**config.mk**
```make
export PLATFORM = sky130hd
export DESIGN_NAME = stepper_step_dir_generator_top
export DESIGN_NICKNAME = d
export VERILOG_FILES = /design/src/design/ssdg_pkg.sv /design/src/design/stepper_step_dir_generator_top.sv
export SDC_FILE = /design/constraint.sdc
export NUM_CORES = 1
export LEC_CHECK = 0
export BUFFER_PORTS_ARGS = -buffer_cell sky130_fd_sc_hd__buf_4
export CAP_MARGIN = 40
export CORE_MARGIN = 1.5
export CORE_UTILIZATION = 60
export DETAILED_ROUTE_END_ITERATION = 16
export PLACE_DENSITY_LB_ADDON = 0.05
export SYNTH_ARGS = -nofsm -noshare
export SYNTH_HDL_FRONTEND = slang
export SYNTH_SLANG_ARGS = --single-unit
```
**constraint.sdc**
```tcl
create_clock -name clk -period 8.14 [get_ports clk]
set_input_delay 2.035 -clock clk [delete_from_list [all_inputs] [get_ports clk]]
set_output_delay 2.035 -clock clk [all_outputs]
set_load 0.005 [all_outputs]
```
**src/design/ssdg_pkg.sv**
```systemverilog
// Shared constants for the step/dir generator: widths, defaults, register indexes.
// No dependencies.
package ssdg_pkg;

	localparam int SPEED_WIDTH     = 32;
	localparam int CFG_DATA_WIDTH  = 16;
	localparam int CFG_INDEX_WIDTH = 8;

	localparam int POS_WIDTH_DEF   = 48;
	localparam int PICK_BIT_DEF    = 32;
	localparam int COUNT_WIDTH_DEF = 16;

	localparam logic [CFG_DATA_WIDTH-1:0] CFG_RESET_VALUE = CFG_DATA_WIDTH'(1);

	localparam logic [CFG_INDEX_WIDTH-1:0] CFG_PULSE_HIGH = CFG_INDEX_WIDTH'(0);
	localparam logic [CFG_INDEX_WIDTH-1:0] CFG_PULSE_LOW  = CFG_INDEX_WIDTH'(1);
	localparam logic [CFG_INDEX_WIDTH-1:0] CFG_DIR_SETUP  = CFG_INDEX_WIDTH'(2);
	localparam logic [CFG_INDEX_WIDTH-1:0] CFG_DIR_HOLD   = CFG_INDEX_WIDTH'(3);

endpackage

```
**src/design/stepper_step_dir_generator_top.sv**
```systemverilog
// Step/dir pulse generator for one stepper axis (DDA phase accumulator).
// A tick's word is registered at its accepting edge, into the skid word while the output stalls.
// Throughput: one tick per cycle while the skid word is empty; the update is one add plus counts.
// Output register plus a one-word skid stage, so one more input word is taken on a stall.
// Reset (arst_n low, async): state cleared, dir-hold phase, timing registers = 1.
// Depends on ssdg_pkg.
module stepper_step_dir_generator_top #(
	parameter int POS_WIDTH   = ssdg_pkg::POS_WIDTH_DEF,
	parameter int PICK_BIT    = ssdg_pkg::PICK_BIT_DEF,
	parameter int COUNT_WIDTH = ssdg_pkg::COUNT_WIDTH_DEF
) (
	input  logic                                  clk,
	input  logic                                  arst_n,
	input  logic                                  cfg_write_en,
	input  logic [ssdg_pkg::CFG_INDEX_WIDTH-1:0]  cfg_index,
	input  logic [ssdg_pkg::CFG_DATA_WIDTH-1:0]   cfg_data,
	input  logic                                  in_valid,
	output logic                                  in_ready,
	input  logic signed [ssdg_pkg::SPEED_WIDTH-1:0] speed,
	output logic                                  out_valid,
	input  logic                                  out_ready,
	output logic                                  step_level,
	output logic                                  dir_level,
	output logic signed [POS_WIDTH-1:0]           accum_position
);
	import ssdg_pkg::*;

	typedef enum logic [4:0] {
		PH_DIR_HOLD  = 5'b00001,
		PH_DIR_SETUP = 5'b00010,
		PH_STEP_WAIT = 5'b00100,
		PH_STEP_HIGH = 5'b01000,
		PH_STEP_LOW  = 5'b10000
	} phase_t;

	// pickoff mask is zero when the pickoff bit lies above the accumulator
	localparam logic [POS_WIDTH-1:0] PICK_MASK = POS_WIDTH'(64'd1 << PICK_BIT);
	localparam logic [COUNT_WIDTH-1:0] CNT_ONE = COUNT_WIDTH'(1);

	// timing registers
	logic [CFG_DATA_WIDTH-1:0] pulse_high_q, pulse_low_q, dir_setup_q, dir_hold_q;

	// axis state (dir pin and last direction always agree, so one bit)
	phase_t                  phase_q, phase_d;
	logic [POS_WIDTH-1:0]    acc_q, acc_d;
	logic [POS_WIDTH-1:0]    last_pos_q, last_pos_d;
	logic [COUNT_WIDTH-1:0]  pulse_cnt_q, pulse_cnt_d;
	logic [COUNT_WIDTH-1:0]  dir_cnt_q, dir_cnt_d;
	logic                    dir_q, dir_d;
	logic                    step_q, step_d;

	// output register and skid word
	logic                    out_valid_q, skid_valid_q;
	logic                    out_step_q, out_dir_q, skid_step_q, skid_dir_q;
	logic [POS_WIDTH-1:0]    out_acc_q, skid_acc_q;

	logic                    in_fire;
	logic                    negative, positive, reversal;
	logic [63:0]             speed_ext;

	assign in_ready = !skid_valid_q;
	assign in_fire  = in_valid && in_ready;

	assign negative  = speed[SPEED_WIDTH-1];
	assign positive  = (speed != '0) && !negative;
	assign speed_ext = 64'(speed);

	always_ff @(posedge clk or negedge arst_n) begin
		if (!arst_n) begin
			pulse_high_q <= CFG_RESET_VALUE;
			pulse_low_q  <= CFG_RESET_VALUE;
			dir_setup_q  <= CFG_RESET_VALUE;
			dir_hold_q   <= CFG_RESET_VALUE;
		end else if (cfg_write_en) begin
			case (cfg_index)
				CFG_PULSE_HIGH: pulse_high_q <= cfg_data;
				CFG_PULSE_LOW:  pulse_low_q  <= cfg_data;
				CFG_DIR_SETUP:  dir_setup_q  <= cfg_data;
				CFG_DIR_HOLD:   dir_hold_q   <= cfg_data;
				default: ;
			endcase
		end
	end

	// one tick, phases in fixed order so zero-length times fall through
	always_comb begin
		phase_d     = phase_q;
		acc_d       = acc_q;
		last_pos_d  = last_pos_q;
		pulse_cnt_d = pulse_cnt_q;
		dir_cnt_d   = dir_cnt_q;
		dir_d       = dir_q;
		step_d      = step_q;
		reversal    = 1'b0;

		if (pulse_cnt_d != '0) pulse_cnt_d = pulse_cnt_d - CNT_ONE;
		if (dir_cnt_d != '0) dir_cnt_d = dir_cnt_d - CNT_ONE;

		if (phase_d != PH_DIR_HOLD) begin
			acc_d = acc_q + POS_WIDTH'(speed_ext);
		end else if (dir_cnt_d == '0) begin
			dir_d     = !negative;
			phase_d   = PH_DIR_SETUP;
			dir_cnt_d = COUNT_WIDTH'(dir_setup_q);
		end

		if (phase_d == PH_DIR_SETUP && dir_cnt_d == '0) phase_d = PH_STEP_WAIT;

		if (phase_d == PH_STEP_WAIT && ((acc_d ^ last_pos_q) & PICK_MASK) != '0) begin
			step_d      = 1'b1;
			last_pos_d  = acc_d;
			phase_d     = PH_STEP_HIGH;
			pulse_cnt_d = COUNT_WIDTH'(pulse_high_q);
		end

		if (phase_d == PH_STEP_HIGH && pulse_cnt_d == '0) begin
			step_d      = 1'b0;
			phase_d     = PH_STEP_LOW;
			pulse_cnt_d = COUNT_WIDTH'(pulse_low_q);
			dir_cnt_d   = COUNT_WIDTH'(dir_hold_q);
		end

		if (phase_d == PH_STEP_LOW && pulse_cnt_d == '0) begin
			// zero speed never reverses
			reversal = dir_d ? negative : positive;
			phase_d  = reversal ? PH_DIR_HOLD : PH_STEP_WAIT;
		end
	end

	always_ff @(posedge clk or negedge arst_n) begin
		if (!arst_n) begin
			phase_q     <= PH_DIR_HOLD;
			acc_q       <= '0;
			last_pos_q  <= '0;
			pulse_cnt_q <= '0;
			dir_cnt_q   <= '0;
			dir_q       <= 1'b0;
			step_q      <= 1'b0;
		end else if (in_fire) begin
			phase_q     <= phase_d;
			acc_q       <= acc_d;
			last_pos_q  <= last_pos_d;
			pulse_cnt_q <= pulse_cnt_d;
			dir_cnt_q   <= dir_cnt_d;
			dir_q       <= dir_d;
			step_q      <= step_d;
		end
	end

	// output word control; skid holds a word accepted while the output stalls
	always_ff @(posedge clk or negedge arst_n) begin
		if (!arst_n) begin
			out_valid_q  <= 1'b0;
			skid_valid_q <= 1'b0;
		end else if (!out_valid_q || out_ready) begin
			out_valid_q  <= skid_valid_q || in_fire;
			skid_valid_q <= 1'b0;
		end else if (in_fire) begin
			skid_valid_q <= 1'b1;
		end
	end

	always_ff @(posedge clk) begin
		if (!out_valid_q || out_ready) begin
			if (skid_valid_q) begin
				out_step_q <= skid_step_q;
				out_dir_q  <= skid_dir_q;
				out_acc_q  <= skid_acc_q;
			end else if (in_fire) begin
				out_step_q <= step_d;
				out_dir_q  <= dir_d;
				out_acc_q  <= acc_d;
			end
		end else if (in_fire) begin
			skid_step_q <= step_d;
			skid_dir_q  <= dir_d;
			skid_acc_q  <= acc_d;
		end
	end

	assign out_valid      = out_valid_q;
	assign step_level     = out_step_q;
	assign dir_level      = out_dir_q;
	assign accum_position = out_acc_q;

endmodule

```
==> out/qor.txt <==
Outcome = complete, no violations
Share of layout cells above drive strength 1 = 20.3%
WL per Instance = 18.6 um
Die Wd = 158 um
Cell area after synthesis = 14400 sq um
Root Buffer = clkbuf_16
Critical-path cell list = buf_4, ha_1, a211o_1, or3_1, nor4_1, a21oi_1, a2111oi_2, a211o_1, nand2_1, or3_1, or4b_4, a211oi_4, buf_4, a211oi_1, o31ai_1
Final setup violation count = 0
Num rows = 56
Most used DFF post-synth = dfrtp_1
WP data required = 8.56 ns
Fmax = 0.154 GHz
Hold Vio Cnt, Final = 0
YS warnings = 0
Io pins = 113
CP max FO = 14
Worst-Skew Late Latency = 0.53 ns
Buffers and inverters on the worst path = 2
Pwr per Cell Area = 356 nW/um^2
Crit Path Category = input pin to register
First DRT Iteration DRCs = 910
Bufs on Longest Clock Path = 3
Die height = 158 um
WP data arrival = 6.92 ns
Vias per cell = 6.07
# DRC = 0
CTS resizes = 0
Worst setup SP type = input pin
GPL Wtd Cong = 0.954
Layout Nets = 1641
Initial antenna violation count = 0
Most frequent cells in the layout = nand2_1 (243), dfrtp_1 (149), buf_4 (123)
Layout Area Growth over Synthesis = 14.7%
Post-Place Setup Slack = 1.11 ns
All-Layer GR Usage = 28.5%
Most common cell after layout, fill and taps aside = nand2_1
Tightest Pin Transition = 0.878 ns
TritonCTS buffer count = 26
Total routed wirelength = 34800 um
Remaining global-route overflow = 0
Setup ws final = 1.64 ns
DR vias = 11300
Worst IR Drop VDD = 0.176 mV
Seq cells post-synth = 254
Slowest stage delay, CP = 0.64 ns
Starting density of the core = 61.2%
Ys async rst share = 60.6%
Clock slew at reported path FFs = 0.06 ns
Seq/Total Area, Yosys = 47.8%
HPWL after DPL = 24400 um
Crit-path leading delay family = compound AO/OA/AOI/OAI gates
TritonCTS Sinks = 254
Die ar. = 24900 sq um
Setup tns final = 0 ns
TritonRoute pass-1 iters = 6
Final slew viol count = 0
Number of global-route vias before repair = 10800
CTS tree = built
Clock skew = 0.00968 ns
Pleak = 7.14 nW
Hold buffer count at CTS = 0
Post-layout min period = 6.50 ns
Hold WC Path Type = register to register
Post-CTS setup buffers = 0
Largest net degree at the start of global routing = 85
Hold slack = 0.493 ns
CP max stage cell = a211oi_4
Diode count = 0
Syn_area_per_cell = 10.0 sq um
Antenna-violating nets left = 0
RSZ-0062 raised after global routing = no
First-pass GRT wire length = 56200 um
Max_cap viols = 0
Crit share post-route = 79.8%
Post-synth EDFFs = 100
Worst slew margin = 41.4%
Netlist cell types = 81
Mapped Cells = 1437
CP endpoint kind = register
Core area = 23500 sq um
Post-synth net total = 1549
# H-tree levels = 1
IO buf count = 112
-- logic make-up after synthesis --
logic type	count (synthesis)	synth area share, %
flip-flops	254	47.8
buffers and inverters	94	2.63
multiplexers	121	9.37
AO/OA/AOI/OAI	334	15.1
adder cells (fa/ha/maj)	51	4.49
AND/OR/NAND/NOR	526	17.1
XOR/XNOR	57	3.47
-- area by class of cell --
type / instances / area [sq um]
multi-input cells: 1089 / 7160
fillers: 1797 / 6990
flip-flops and latches: 254 / 6860
repair buffers: 128 / 1030
clock buffers: 35 / 801
well taps: 319 / 399
clock inverters: 13 / 120
inverters: 30 / 113
-- synth_stat cells, drive strengths merged, types with 22 or more instances --
library cell    n  share of area, %
a21o           25               1.3
a21oi          68               2.4
a31oi          22              0.96
clkbuf         51               1.3
dfrtp         149                26
edfxtp        100                21
ha             50               4.4
inv            30              0.78
mux2          108               8.5
nand2         244               6.4
nor2           97               2.6
nor3           33               1.1
nor4           24               1.2
o21ai          98               3.4
xnor2          28               1.7
xor2           29               1.8
-- registers in the layout, indices dropped and copies added (netlist names), 5 cells and up --
| name | flops |
|---|---|
| acc_q | 48 |
| accum_position | 48 |
| dir_cnt_q | 16 |
| dir_hold_q | 16 |
| dir_setup_q | 16 |
| phase_q | 5 |
| pulse_cnt_q | 16 |
| pulse_high_q | 16 |
| pulse_low_q | 16 |
| skid_acc_q | 48 |
-- power by group --
group / switching, W / internal, W / leakage [nW] / total, W
sequential: 0.000294 / 0.00185 / 2.88 / 0.00215
combinational: 0.00136 / 0.00109 / 3.81 / 0.00246
clock: 0.000501 / 0.000755 / 0.457 / 0.00126
-- metrics by stage --
step                      cells  area, sq um  util, %  total power (W)
final                      1868        16500     70.2          0.00586
after global routing       1868        16500     70.2          0.00628
after CTS                  1868        16500     70.2          0.00587
after detailed placement   1820        15600     66.3          0.00459
after global placement     1816        15500     65.9          0.00451
after floorplan            1437        14400        -          0.00388
-- per-layer routing --
| layer | up-vias | track usage, % | routed length, um |
|---|---|---|---|
| met5 | - | 0 | 0 |
| met4 | 0 | 9.12 | 1050 |
| met3 | 71 | 2.63 | 1670 |
| met2 | 346 | 47.8 | 16700 |
| met1 | 5470 | 39.3 | 15500 |
| li1 | 5443 | - | - |
-- worst reg2reg max path, delay by kind of cell, from the launching register on --
kind | cells | cell delay [ns]
and+or+nand+nor | 6 | 2.43
AOI/OAI and AO/OA | 4 | 1.62
DFF | 1 | 0.45
buffers and inverters | 2 | 0.43
muxes | 1 | 0.35
adders and majority gates | 1 | 0.31
-- final timing paths --
check / slack [ns] / depth (start not counted) / endpoint / from
max: 1.64 / 15 / dir_cnt_q[9]$_DFFE_PN0P_ / speed[17]
min: 0.49 / 1 / acc_q[47]$_DFFE_PN0P_ / acc_q[47]$_DFFE_PN0P_
max reg2reg: 2.44 / 14 / dir_cnt_q[9]$_DFFE_PN0P_ / dir_cnt_q[0]$_DFFE_PN0P_
min reg2reg: 0.49 / 1 / acc_q[47]$_DFFE_PN0P_ / acc_q[47]$_DFFE_PN0P_
max in group asynchronous: 5.39 / 3 / pulse_low_q[0]$_DFFE_PN1P_ / arst_n
min in group asynchronous: 1.56 / 1 / dir_hold_q[8]$_DFFE_PN0P_ / arst_n
(Power assumes the default switching activity.)
